--- src/sv/can_frame_bridge_queue_core_assert.svh ---
// Assertion helpers for the CAN frame bridge queue core.
// Each expects clk_i and rst_ni in scope.
`ifndef CAN_FRAME_BRIDGE_QUEUE_CORE_ASSERT_SVH
`define CAN_FRAME_BRIDGE_QUEUE_CORE_ASSERT_SVH

// Same-cycle implication.
`define CFBQ_ASSERT_IMPL(lbl, ante, cons) \
  lbl: assert property (@(posedge clk_i) disable iff (!rst_ni) (ante) |-> (cons)) \
    else $error("cfbq: same-cycle check failed");

// Next-cycle implication.
`define CFBQ_ASSERT_NEXT(lbl, ante, cons) \
  lbl: assert property (@(posedge clk_i) disable iff (!rst_ni) (ante) |=> (cons)) \
    else $error("cfbq: next-cycle check failed");

`endif

--- src/sv/cfbq_pkg.sv ---
`timescale 1ns / 1ps

package cfbq_pkg;

  localparam int unsigned QUEUE_SLOTS = 16;
  localparam int unsigned IDX_W       = (QUEUE_SLOTS > 1) ? $clog2(QUEUE_SLOTS) : 1;

  localparam logic [7:0] TX_MARKER_OK = 8'd13;

  typedef enum logic [1:0] {
    FN_RX      = 2'd0,
    FN_DISCARD = 2'd1,
    FN_TX      = 2'd2,
    FN_TX_DONE = 2'd3
  } func_e;

  typedef enum logic [2:0] {
    ST_OK      = 3'd0,
    ST_FULL    = 3'd1,
    ST_EMPTY   = 3'd2,
    ST_BAD_MRK = 3'd3,
    ST_MB_BUSY = 3'd4
  } status_e;

  typedef logic [IDX_W-1:0] idx_t;

endpackage

--- src/sv/can_frame_bridge_queue_core.sv ---
`timescale 1ns / 1ps

// CAN frame bridge queue core. Takes one item per clock: whenever start_i is
// high it is accepted (busy_o never rises), and its single result passes
// through the input register and then the result register to the result
// ports, marked by valid_o for exactly one cycle. The receiver cannot stall,
// so results must be captured when valid_o is high. Throughput is one item
// per cycle. The receive ring holds QUEUE_SLOTS slots and at most
// QUEUE_SLOTS-1 frames; the head frame, pending flags and the active-low
// receive interrupt level are reported with every result.

`include "can_frame_bridge_queue_core_assert.svh"

module can_frame_bridge_queue_core import cfbq_pkg::*; (
  input  logic        clk_i,
  input  logic        rst_ni,
  input  logic        start_i,
  output logic        busy_o,
  output logic        valid_o,
  input  logic [1:0]  func_i,
  input  logic [31:0] rx_id_word_i,
  input  logic [3:0]  frame_length_i,
  input  logic [63:0] frame_data_i,
  input  logic [7:0]  tx_marker_i,
  input  logic [31:0] tx_ext_id_i,
  input  logic        mailbox_free_i,
  output logic [2:0]  status_o,
  output logic        rx_pending_o,
  output logic        rx_irq_n_o,
  output logic        tx_pending_o,
  output logic        tx_line_release_o,
  output logic [31:0] head_ext_id_o,
  output logic [3:0]  head_length_o,
  output logic [63:0] head_data_o,
  output logic        mailbox_write_o,
  output logic [31:0] mailbox_id_word_o,
  output logic [3:0]  mailbox_length_o,
  output logic [63:0] mailbox_data_o
);

  // Single pass: no item is ever refused.
  assign busy_o = 1'b0;

  // ---------------------------------------------------------------------
  // Input register
  // ---------------------------------------------------------------------
  logic        stg_vld_q;
  func_e       stg_func_q;
  logic [31:0] stg_rx_word_q;
  logic [3:0]  stg_len_q;
  logic [63:0] stg_data_q;
  logic [7:0]  stg_marker_q;
  logic [31:0] stg_tx_id_q;
  logic        stg_mb_free_q;

  always_ff @(posedge clk_i or negedge rst_ni) begin
    if (!rst_ni) begin
      stg_vld_q <= 1'b0;
    end else begin
      stg_vld_q <= start_i & ~busy_o;
    end
  end

  always_ff @(posedge clk_i) begin
    if (start_i && !busy_o) begin
      stg_func_q    <= func_e'(func_i);
      stg_rx_word_q <= rx_id_word_i;
      stg_len_q     <= frame_length_i;
      stg_data_q    <= frame_data_i;
      stg_marker_q  <= tx_marker_i;
      stg_tx_id_q   <= tx_ext_id_i;
      stg_mb_free_q <= mailbox_free_i;
    end
  end

  // ---------------------------------------------------------------------
  // Queue state and slot storage
  // ---------------------------------------------------------------------
  idx_t wr_q, wr_d;
  idx_t rd_q, rd_d;
  logic rx_pend_q, rx_pend_d;
  logic rx_line_q, rx_line_d;
  logic tx_pend_q, tx_pend_d;

  logic [31:0] slot_id_q   [QUEUE_SLOTS];
  logic [3:0]  slot_len_q  [QUEUE_SLOTS];
  logic [63:0] slot_data_q [QUEUE_SLOTS];

  logic        slot_we;
  logic [31:0] new_id;
  idx_t        nxt_wr;
  idx_t        nxt_rd;

  logic        status_we;
  status_e     status_d;
  logic        release_d;
  logic        mb_write_d;
  logic [31:0] mb_id_d;
  logic [3:0]  mb_len_d;
  logic [63:0] mb_data_d;

  logic        head_empty;
  logic        head_fwd;

  // Identifier sits in bits 31:3, extended flag in bit 2 moves to bit 31.
  assign new_id = {stg_rx_word_q[2], 2'b00, stg_rx_word_q[31:3]};

  assign nxt_wr = (wr_q == idx_t'(QUEUE_SLOTS - 1)) ? '0 : wr_q + idx_t'(1);
  assign nxt_rd = (rd_q == idx_t'(QUEUE_SLOTS - 1)) ? '0 : rd_q + idx_t'(1);

  always_comb begin
    wr_d       = wr_q;
    rd_d       = rd_q;
    rx_pend_d  = rx_pend_q;
    rx_line_d  = rx_line_q;
    tx_pend_d  = tx_pend_q;
    slot_we    = 1'b0;
    status_d   = ST_OK;
    release_d  = 1'b0;
    mb_write_d = 1'b0;
    mb_id_d    = '0;
    mb_len_d   = '0;
    mb_data_d  = '0;
    if (stg_vld_q) begin
      unique case (stg_func_q)
        FN_RX: begin
          if (nxt_wr == rd_q) begin
            status_d = ST_FULL;      // ring full: frame dropped
          end else begin
            slot_we   = 1'b1;
            wr_d      = nxt_wr;
            rx_pend_d = 1'b1;
            rx_line_d = 1'b0;
          end
        end
        FN_DISCARD: begin
          if (wr_q == rd_q) begin
            status_d = ST_EMPTY;
          end else begin
            rd_d      = nxt_rd;
            rx_pend_d = (wr_q != nxt_rd);
            rx_line_d = (wr_q == nxt_rd);
          end
        end
        FN_TX: begin
          if (stg_marker_q != TX_MARKER_OK) begin
            status_d  = ST_BAD_MRK;
            release_d = 1'b1;
          end else begin
            tx_pend_d = 1'b1;
            if (!stg_mb_free_q) begin
              status_d = ST_MB_BUSY;
            end else begin
              mb_write_d = 1'b1;
              // identifier << 3, extended bit 2, request bit 0
              mb_id_d    = {stg_tx_id_q[28:0], 3'b101};
              mb_len_d   = stg_len_q;
              mb_data_d  = stg_data_q;
            end
          end
        end
        FN_TX_DONE: begin
          tx_pend_d = 1'b0;
          release_d = 1'b1;
        end
        default: begin
          status_d = ST_OK;
        end
      endcase
    end
  end

  assign status_we = stg_vld_q;

  // Head after this step. A frame written into an empty ring becomes the
  // head in the same step, so it is forwarded around the slot store.
  assign head_empty = (wr_d == rd_d);
  assign head_fwd   = slot_we && (rd_d == wr_q);

  always_ff @(posedge clk_i or negedge rst_ni) begin
    if (!rst_ni) begin
      wr_q      <= '0;
      rd_q      <= '0;
      rx_pend_q <= 1'b0;
      rx_line_q <= 1'b1;
      tx_pend_q <= 1'b0;
    end else begin
      wr_q      <= wr_d;
      rd_q      <= rd_d;
      rx_pend_q <= rx_pend_d;
      rx_line_q <= rx_line_d;
      tx_pend_q <= tx_pend_d;
    end
  end

  always_ff @(posedge clk_i) begin
    if (slot_we) begin
      slot_id_q[wr_q]   <= new_id;
      slot_len_q[wr_q]  <= stg_len_q;
      slot_data_q[wr_q] <= stg_data_q;
    end
  end

  // ---------------------------------------------------------------------
  // Result register
  // ---------------------------------------------------------------------
  logic valid_q;

  always_ff @(posedge clk_i or negedge rst_ni) begin
    if (!rst_ni) begin
      valid_q <= 1'b0;
    end else begin
      valid_q <= stg_vld_q;
    end
  end

  always_ff @(posedge clk_i) begin
    if (status_we) begin
      status_o          <= status_d;
      rx_pending_o      <= rx_pend_d;
      rx_irq_n_o        <= rx_line_d;
      tx_pending_o      <= tx_pend_d;
      tx_line_release_o <= release_d;
      if (head_empty) begin
        head_ext_id_o <= '0;
        head_length_o <= '0;
        head_data_o   <= '0;
      end else if (head_fwd) begin
        head_ext_id_o <= new_id;
        head_length_o <= stg_len_q;
        head_data_o   <= stg_data_q;
      end else begin
        head_ext_id_o <= slot_id_q[rd_d];
        head_length_o <= slot_len_q[rd_d];
        head_data_o   <= slot_data_q[rd_d];
      end
      mailbox_write_o   <= mb_write_d;
      mailbox_id_word_o <= mb_id_d;
      mailbox_length_o  <= mb_len_d;
      mailbox_data_o    <= mb_data_d;
    end
  end

  assign valid_o = valid_q;

  // ---------------------------------------------------------------------
  // Assertions
  // ---------------------------------------------------------------------
  `CFBQ_ASSERT_IMPL(a_pend_tracks_fill, 1'b1, rx_pend_q == (wr_q != rd_q))
  `CFBQ_ASSERT_IMPL(a_irq_inverse_pend, 1'b1, rx_line_q == !rx_pend_q)
  `CFBQ_ASSERT_NEXT(a_item_gives_result, stg_vld_q, valid_o)
  `CFBQ_ASSERT_IMPL(a_full_has_head, valid_o && (status_o == ST_FULL), rx_pending_o)
  `CFBQ_ASSERT_IMPL(a_mb_zero_no_write, valid_o && !mailbox_write_o,
                    (mailbox_id_word_o == 32'd0) && (mailbox_data_o == 64'd0))

endmodule
--- config.mk ---
export PLATFORM = sky130hd
export DESIGN_NAME = can_frame_bridge_queue_core
export DESIGN_NICKNAME = d
export VERILOG_FILES = /design/src/sv/cfbq_pkg.sv /design/src/sv/can_frame_bridge_queue_core.sv
export VERILOG_INCLUDE_DIRS = /design/src /design/src/sv
export SDC_FILE = /design/constraint.sdc
export NUM_CORES = 2
export LEC_CHECK = 0
export BUFFER_PORTS_ARGS = -buffer_cell sky130_fd_sc_hd__buf_2
export CAP_MARGIN = 5
export CORE_UTILIZATION = 61
export DETAILED_ROUTE_END_ITERATION = 8
export HOLD_SLACK_MARGIN = 0.03
export PLACE_DENSITY = 0.79
export SLEW_MARGIN = 10
export SYNTH_ARGS = -nofsm -noshare
export SYNTH_HDL_FRONTEND = slang
export SYNTH_SLANG_ARGS = --single-unit
--- constraint.sdc ---
create_clock -name clk_i -period 14.1 [get_ports clk_i]
set_input_delay 1.41 -clock clk_i [delete_from_list [all_inputs] [get_ports clk_i]]
set_output_delay 1.41 -clock clk_i [all_outputs]
set_load 0.01 [all_outputs]
# Word level (Yosys, flattened, before mapping)
# Memory sizes are Yosys's and may differ from the RTL's. A register that Yosys moved wholly into a read port is not among the register bits.
# Index checks and enable logic that the tools add are counted.
[op_classes]
addsub = 2
n_eq_ne = 12
muxes = 33
bitwise = 2
reduce_logical = 5
[op_table]
columns = ["op", "n"]
rows = [
  ["$mux W4", 8],
  ["$eq A4 B4 Y1", 5],
  ["$mux W1", 16],
  ["$mux W3", 3],
  ["$pmux W3 S3", 1],
  ["$add A4 B1 Y4 const B", 2],
  ["$eq A4 B4 Y1 const B", 2],
  ["$ne A8 B4 Y1 const B", 1],
  ["$pmux W1 S2", 4],
  ["$eq A2 B2 Y1 const B", 2],
  ["$ne A4 B4 Y1", 1],
  ["$reduce_or A2 Y1", 2],
  ["$reduce_or A3 Y1", 1],
  ["$eq A2 B1 Y1 const B", 1],
  ["$logic_not A2 Y1", 1],
  ["$mux W2", 1],
  ["$not A1 Y1", 2],
  ["$logic_and A1 B1 Y1", 1],
]
[word_totals]
regBits = 263
ramBits = 1568
input_bits = 146
out_inout_bits = 210
elab_cells = 82
n_memories = 3
[memory_table]
columns = ["memory", "words", "width", "read_ports", "rd_clocked_by_memory_dff", "wr", "line_no", "rtl"]
rows = [
  ["slot_data_q", 16, 64, 1, 1, 1, "can_frame_bridge_queue_core.sv:87", "logic [63:0] slot_data_q [QUEUE_SLOTS];"],
  ["slot_id_q", 16, 30, 1, 1, 1, "can_frame_bridge_queue_core.sv:85", "logic [31:0] slot_id_q [QUEUE_SLOTS];"],
  ["slot_len_q", 16, 4, 1, 1, 1, "can_frame_bridge_queue_core.sv:86", "logic [3:0] slot_len_q [QUEUE_SLOTS];"],
]

# Depth between registers and ports, before layout
[logic_depth]
word_depth = 8
depth_mapped = 13
ltp_nobuf = 9

# Worst setup path before layout
# No wires, ideal clock.
[synth_timing]
kind = "register -> register"
startpoint = "register stg_vld_q (netlist: status_we)"
endpoint = "memory slot_data_q[3][0], enable pin"
setup_time_ns = 0.675
arrival_time_ns = 12.266
required_time_ns = 13.425
setup_slack_ns = 1.159
stages_incl_launch_ff = 6
n_path_buf = 1
period_less_slack_ns = 12.941
path_cell_list = "dfrtp_1 nor3b_1 o21a_1 clkbuf_1 nand2_1 nor3_1"
[synth_via]
elab_chain_len = 3
[synth_rtl]
columns = ["element", "line_no", "rtl"]
rows = [
  ["start, declared", "can_frame_bridge_queue_core.sv:47", "logic stg_vld_q;"],
  ["start signal, assigned", "can_frame_bridge_queue_core.sv:60", "stg_vld_q <= start_i & ~busy_o;"],
  ["$mux W1", "can_frame_bridge_queue_core.sv:124", "if (stg_vld_q) begin"],
  ["$mux W1", "can_frame_bridge_queue_core.sv:197", "if (slot_we) begin"],
  ["$mux W1 (implied by the code)", "can_frame_bridge_queue_core.sv:200", "slot_data_q[wr_q] <= stg_data_q;"],
  ["end, declared", "can_frame_bridge_queue_core.sv:87", ""],
]
# No other way between the ends.

# Worst setup path after layout
[layout_timing]
startpoint = "register stg_vld_q (netlist: status_we)"
endpoint = "register head_data_o[7], read port of slot_data_q (data pin)"
[layout_via]
elab_chain_len = 2
elab_cells_between_ends = 3
classes_between = "eq/ne: 1; mux: 2"
[layout_rtl]
columns = ["element", "line_no", "rtl"]
rows = [
  ["$mux W4", "can_frame_bridge_queue_core.sv:124", ""],
  ["$eq A4 B4 Y1", "can_frame_bridge_queue_core.sv:177", "assign head_empty = (wr_d == rd_d);"],
  ["end, declared", "can_frame_bridge_queue_core.sv:34", "output logic [63:0] head_data_o,"],
]
# Parallel ways exist; a longest one is shown, timed or not.
# A chain may end at the register's enable or synchronous reset.

==> out/metrics.yaml <==
grt_pass1_wl_mm: 255
cts_resized: 0
gp_congestion: 0.771
pwr-share-seq: 0.434
numPortBuffers: 346
muxShareOfSynthArea: 0.0402
final.setup.tns_ps: 0
synth_xor_area_frac: 0.00259
max_clock_freq_mhz: 172
syn_to_final_growth_pct: 12.0
clockPowerShare: 0.290
die_h_um: 350
intPower_mw: 10.9
setup_violations: 0
ctsHoldBuffers: 0
rsz0062_at_grt: "no"
antenna_left: 0
postSynthCellCount: 4918
avgSynthCellArea_um2: 15.0
timing.hold.ws_ps: 512
ys_warn_count: 0
cts_buffers: 184
fp.dieArea_mm2: 0.122
synth_seq_cells: 1922
crit_start: "status_we"
critPathLaunchType: "flip-flop"
coreArea_mm2: 0.120
path_clk_slew_ps: 60
yosys_most_used_dff: "edfxtp_1"
status: "completed"
io_pins: 356
power_density_mw_per_mm2: 195
die_w_um: 350
synth_top_family_by_area: "simple AND/OR/NAND/NOR gates"
rrSetupSlack_ps: 8300
start_util: 0.615
syn_area_mm2: 0.0738
nets: 5366
swShare: 0.326
cts_max_level: 4
gr-usage-all-layers: 0.281
via_per_inst: 6.19
cts_max_path_buffers: 3
reg2reg_to: "head_data_o[7]"
grt_pass1_vias: 42500
synth-simple-area-share: 0.102
first_pass_iters: 6
dp_slack_ps: 8420
synth_top_area_frac: 0.777
remaining_drc_errors: 0
critPathCapture: "head_data_o[7]"
vias: 43200
ys_types: 57
slew_headroom: 0.191
yosysTopAreaCell: "edfxtp_1"
p_comb_frac: 0.276
placed_cells: 6641
rows: 127
switchingPower_mw: 5.25
ir_drop_mv: 0.170
grt-ovfl-total: 0
cts_setup_buffers: 0
worstMarginPinSlew_ps: 1210
period_minus_slack_ps: 5800
worstReg2RegStart: "status_we"
cts_root_buf: "clkbuf_16"
layout_setup_ws_ps: 8300
leakage_nw: 29.6
fin_crit_sh: 0.411
fin_cells: 6974
endpoint_kind: "flip-flop"
cts_tree: "built"
clkSinkCount: 1922
worstSetupPathType: "flip-flop to flip-flop"
drt_iter0_drc: 5379
wire_per_inst_um: 24.8
hold_violations: 0
synth_edf_count: 1909
cp_max_fo: 70
yosysSeqAreaShare: 0.781
nFillCells: 7556
cap_violations: 0
finClkSkew_ps: 29.5
wirelength_mm: 173
insertion_delay_ps: 820
dp_hpwl_mm: 83.9
r2r_cells: 11
drive_above_1_share: 0.129
synth_compound_gate_area_share: 0.0544
synth.top_cells.by_area: "edfxtp_1 (78%), nand2_1 (6.1%), mux2i_1 (4.0%)"
worstPathRequired_ps: 14650
synthAdderAreaFrac: 0.000848
grt_max_degree: 179
arrival_ps: 6350
hold_path_class: "primary input to async pin"
finalMaxSlewViolations: 0
synth-async-reset-ratio: 0.00676
antenna_found_initial: 3
[logic make-up (layout without fill, tap and decap cells)]
family                     after synthesis  in the layout
DFF                                   1922           1922
and+or+nand+nor                       1743           1743
AOI/OAI and AO/OA                      617            617
buffers and inverters                  314            753
muxes                                  295            295
xor gates and xnor gates                21             21
adders and majority gates                5              5
other                                    1              6
[metrics by stage]
stage	util	power [mW]	instance area, um^2
2_1_floorplan	-	10.1	73800
3_3_place_gp	0.642	11.4	77000
3_5_place_dp	0.642	11.5	77000
4_1_cts	0.689	16.1	82700
5_1_grt	0.689	16.8	82700
6_report	0.689	16.1	82700
[layout by cell type, fill, tap and decap left out, types with 6 or more instances in the layout]
cell,count
a21oi_1,395
a32oi_1,97
and2_1,98
buf_12,6
buf_2,345
buf_4,63
bufinv_16,11
clkbuf_1,47
clkbuf_16,185
clkinv_1,44
clkinv_2,27
clkinv_8,6
dfrtp_1,11
edfxtp_1,1909
inv_6,6
mux2i_1,292
nand2_1,1190
nand3_1,303
nor2_1,8
nor2_4,12
nor4_1,101
o211a_1,99
xnor2_1,13
xor2_1,7
[critical path, stage by stage (launching register included)]
cell and delay (ps):
dfrtp_4 1020, and3b_1 290, o41a_1 510, mux2i_4 350, buf_4 580, xnor2_1 240
nor2_1 90, nand4_1 140, buf_4 710, buf_4 890, nand3_1 380, o211a_1 230
[registers in the layout (all words and copies together) (netlist names), 3 cells and up]
name               flops
mailbox_length_o       4
stg_data_q            64
stg_tx_id_q           29
stg_len_q              4
stg_marker_q           8
head_ext_id_o         30
head_data_o           64
stg_rx_word_q         30
rd_q                   4
wr_q                   4
slot_len_q            64
head_length_o          4
mailbox_id_word_o     30
status_o               3
slot_id_q            480
mailbox_data_o        64
slot_data_q         1024
[Yosys cell counts (3+ instances only)]
| cell | instances |
|---|---|
| o21ai_0 | 5 |
| buf_2 | 88 |
| nand4_1 | 3 |
| ha_1 | 5 |
| or2_2 | 3 |
| buf_6 | 3 |
| dfrtp_1 | 12 |
| xnor2_1 | 13 |
| nor2_1 | 20 |
| mux2i_1 | 293 |
| o211a_1 | 99 |
| clkbuf_1 | 176 |
| nand3_1 | 303 |
| nor4_1 | 101 |
| inv_1 | 5 |
| nor3b_1 | 3 |
| xor2_1 | 7 |
| and2_1 | 98 |
| nand2_1 | 1191 |
| nor3_1 | 4 |
| buf_1 | 16 |
| edfxtp_1 | 1909 |
| nand2b_1 | 4 |
| a31oi_1 | 4 |
| buf_4 | 23 |
| a32oi_1 | 97 |
| or3_1 | 3 |
| a21oi_1 | 395 |
[worst min-delay path by stage]
stage	from	to	slack [ps]	cells past startpoint
global route	rst_ni	valid_o	520	1
finish	rst_ni	wr_q[0]	510	1
detailed placement	stg_tx_id_q[25]	mailbox_id_word_o[28]	500	1
floorplan	stg_tx_id_q[7]	mailbox_id_word_o[10]	500	1
CTS	rst_ni	valid_o	470	1
global placement	stg_tx_id_q[19]	mailbox_id_word_o[22]	500	1
[metal layers]
| layer | part of all wire | track usage | wire length, um | vias up |
|---|---|---|---|---|
| met2 | 0.50 | 0.470 | 86600 | 2506 |
| met4 | 0.034 | 0.114 | 5920 | 0 |
| met1 | 0.37 | 0.369 | 64500 | 21300 |
| met3 | 0.093 | 0.0483 | 16100 | 374 |
| li1 | - | - | - | 18900 |
| met5 | 0 | 0 | 0 | - |
[final cells by class]
class | count | area [um^2] | share of cell area
sequential | 1922 | 57700 | 0.697
multi-input combinational | 2685 | 14900 | 0.181
clock buffer | 232 | 4810 | 0.0581
timing repair buffer | 415 | 2330 | 0.0282
tap | 1612 | 2020 | 0.0244
clock inverter | 99 | 880 | 0.0106
inverter | 7 | 36.3 | 0.000439
antenna | 2 | 5.00 | 0.0000605
[power by group through the flow]
stage / sequential [mW] / combinational [mW] / clock [mW]
after floorplan: 7.14 / 3.00 / 0
after global placement: 7.10 / 4.28 / 0
after detailed placement: 7.12 / 4.38 / 0
after CTS: 7.00 / 4.43 / 4.72
after global routing: 7.04 / 4.79 / 4.93
final: 7.01 / 4.45 / 4.68
Power figures use the tool's default switching activity.
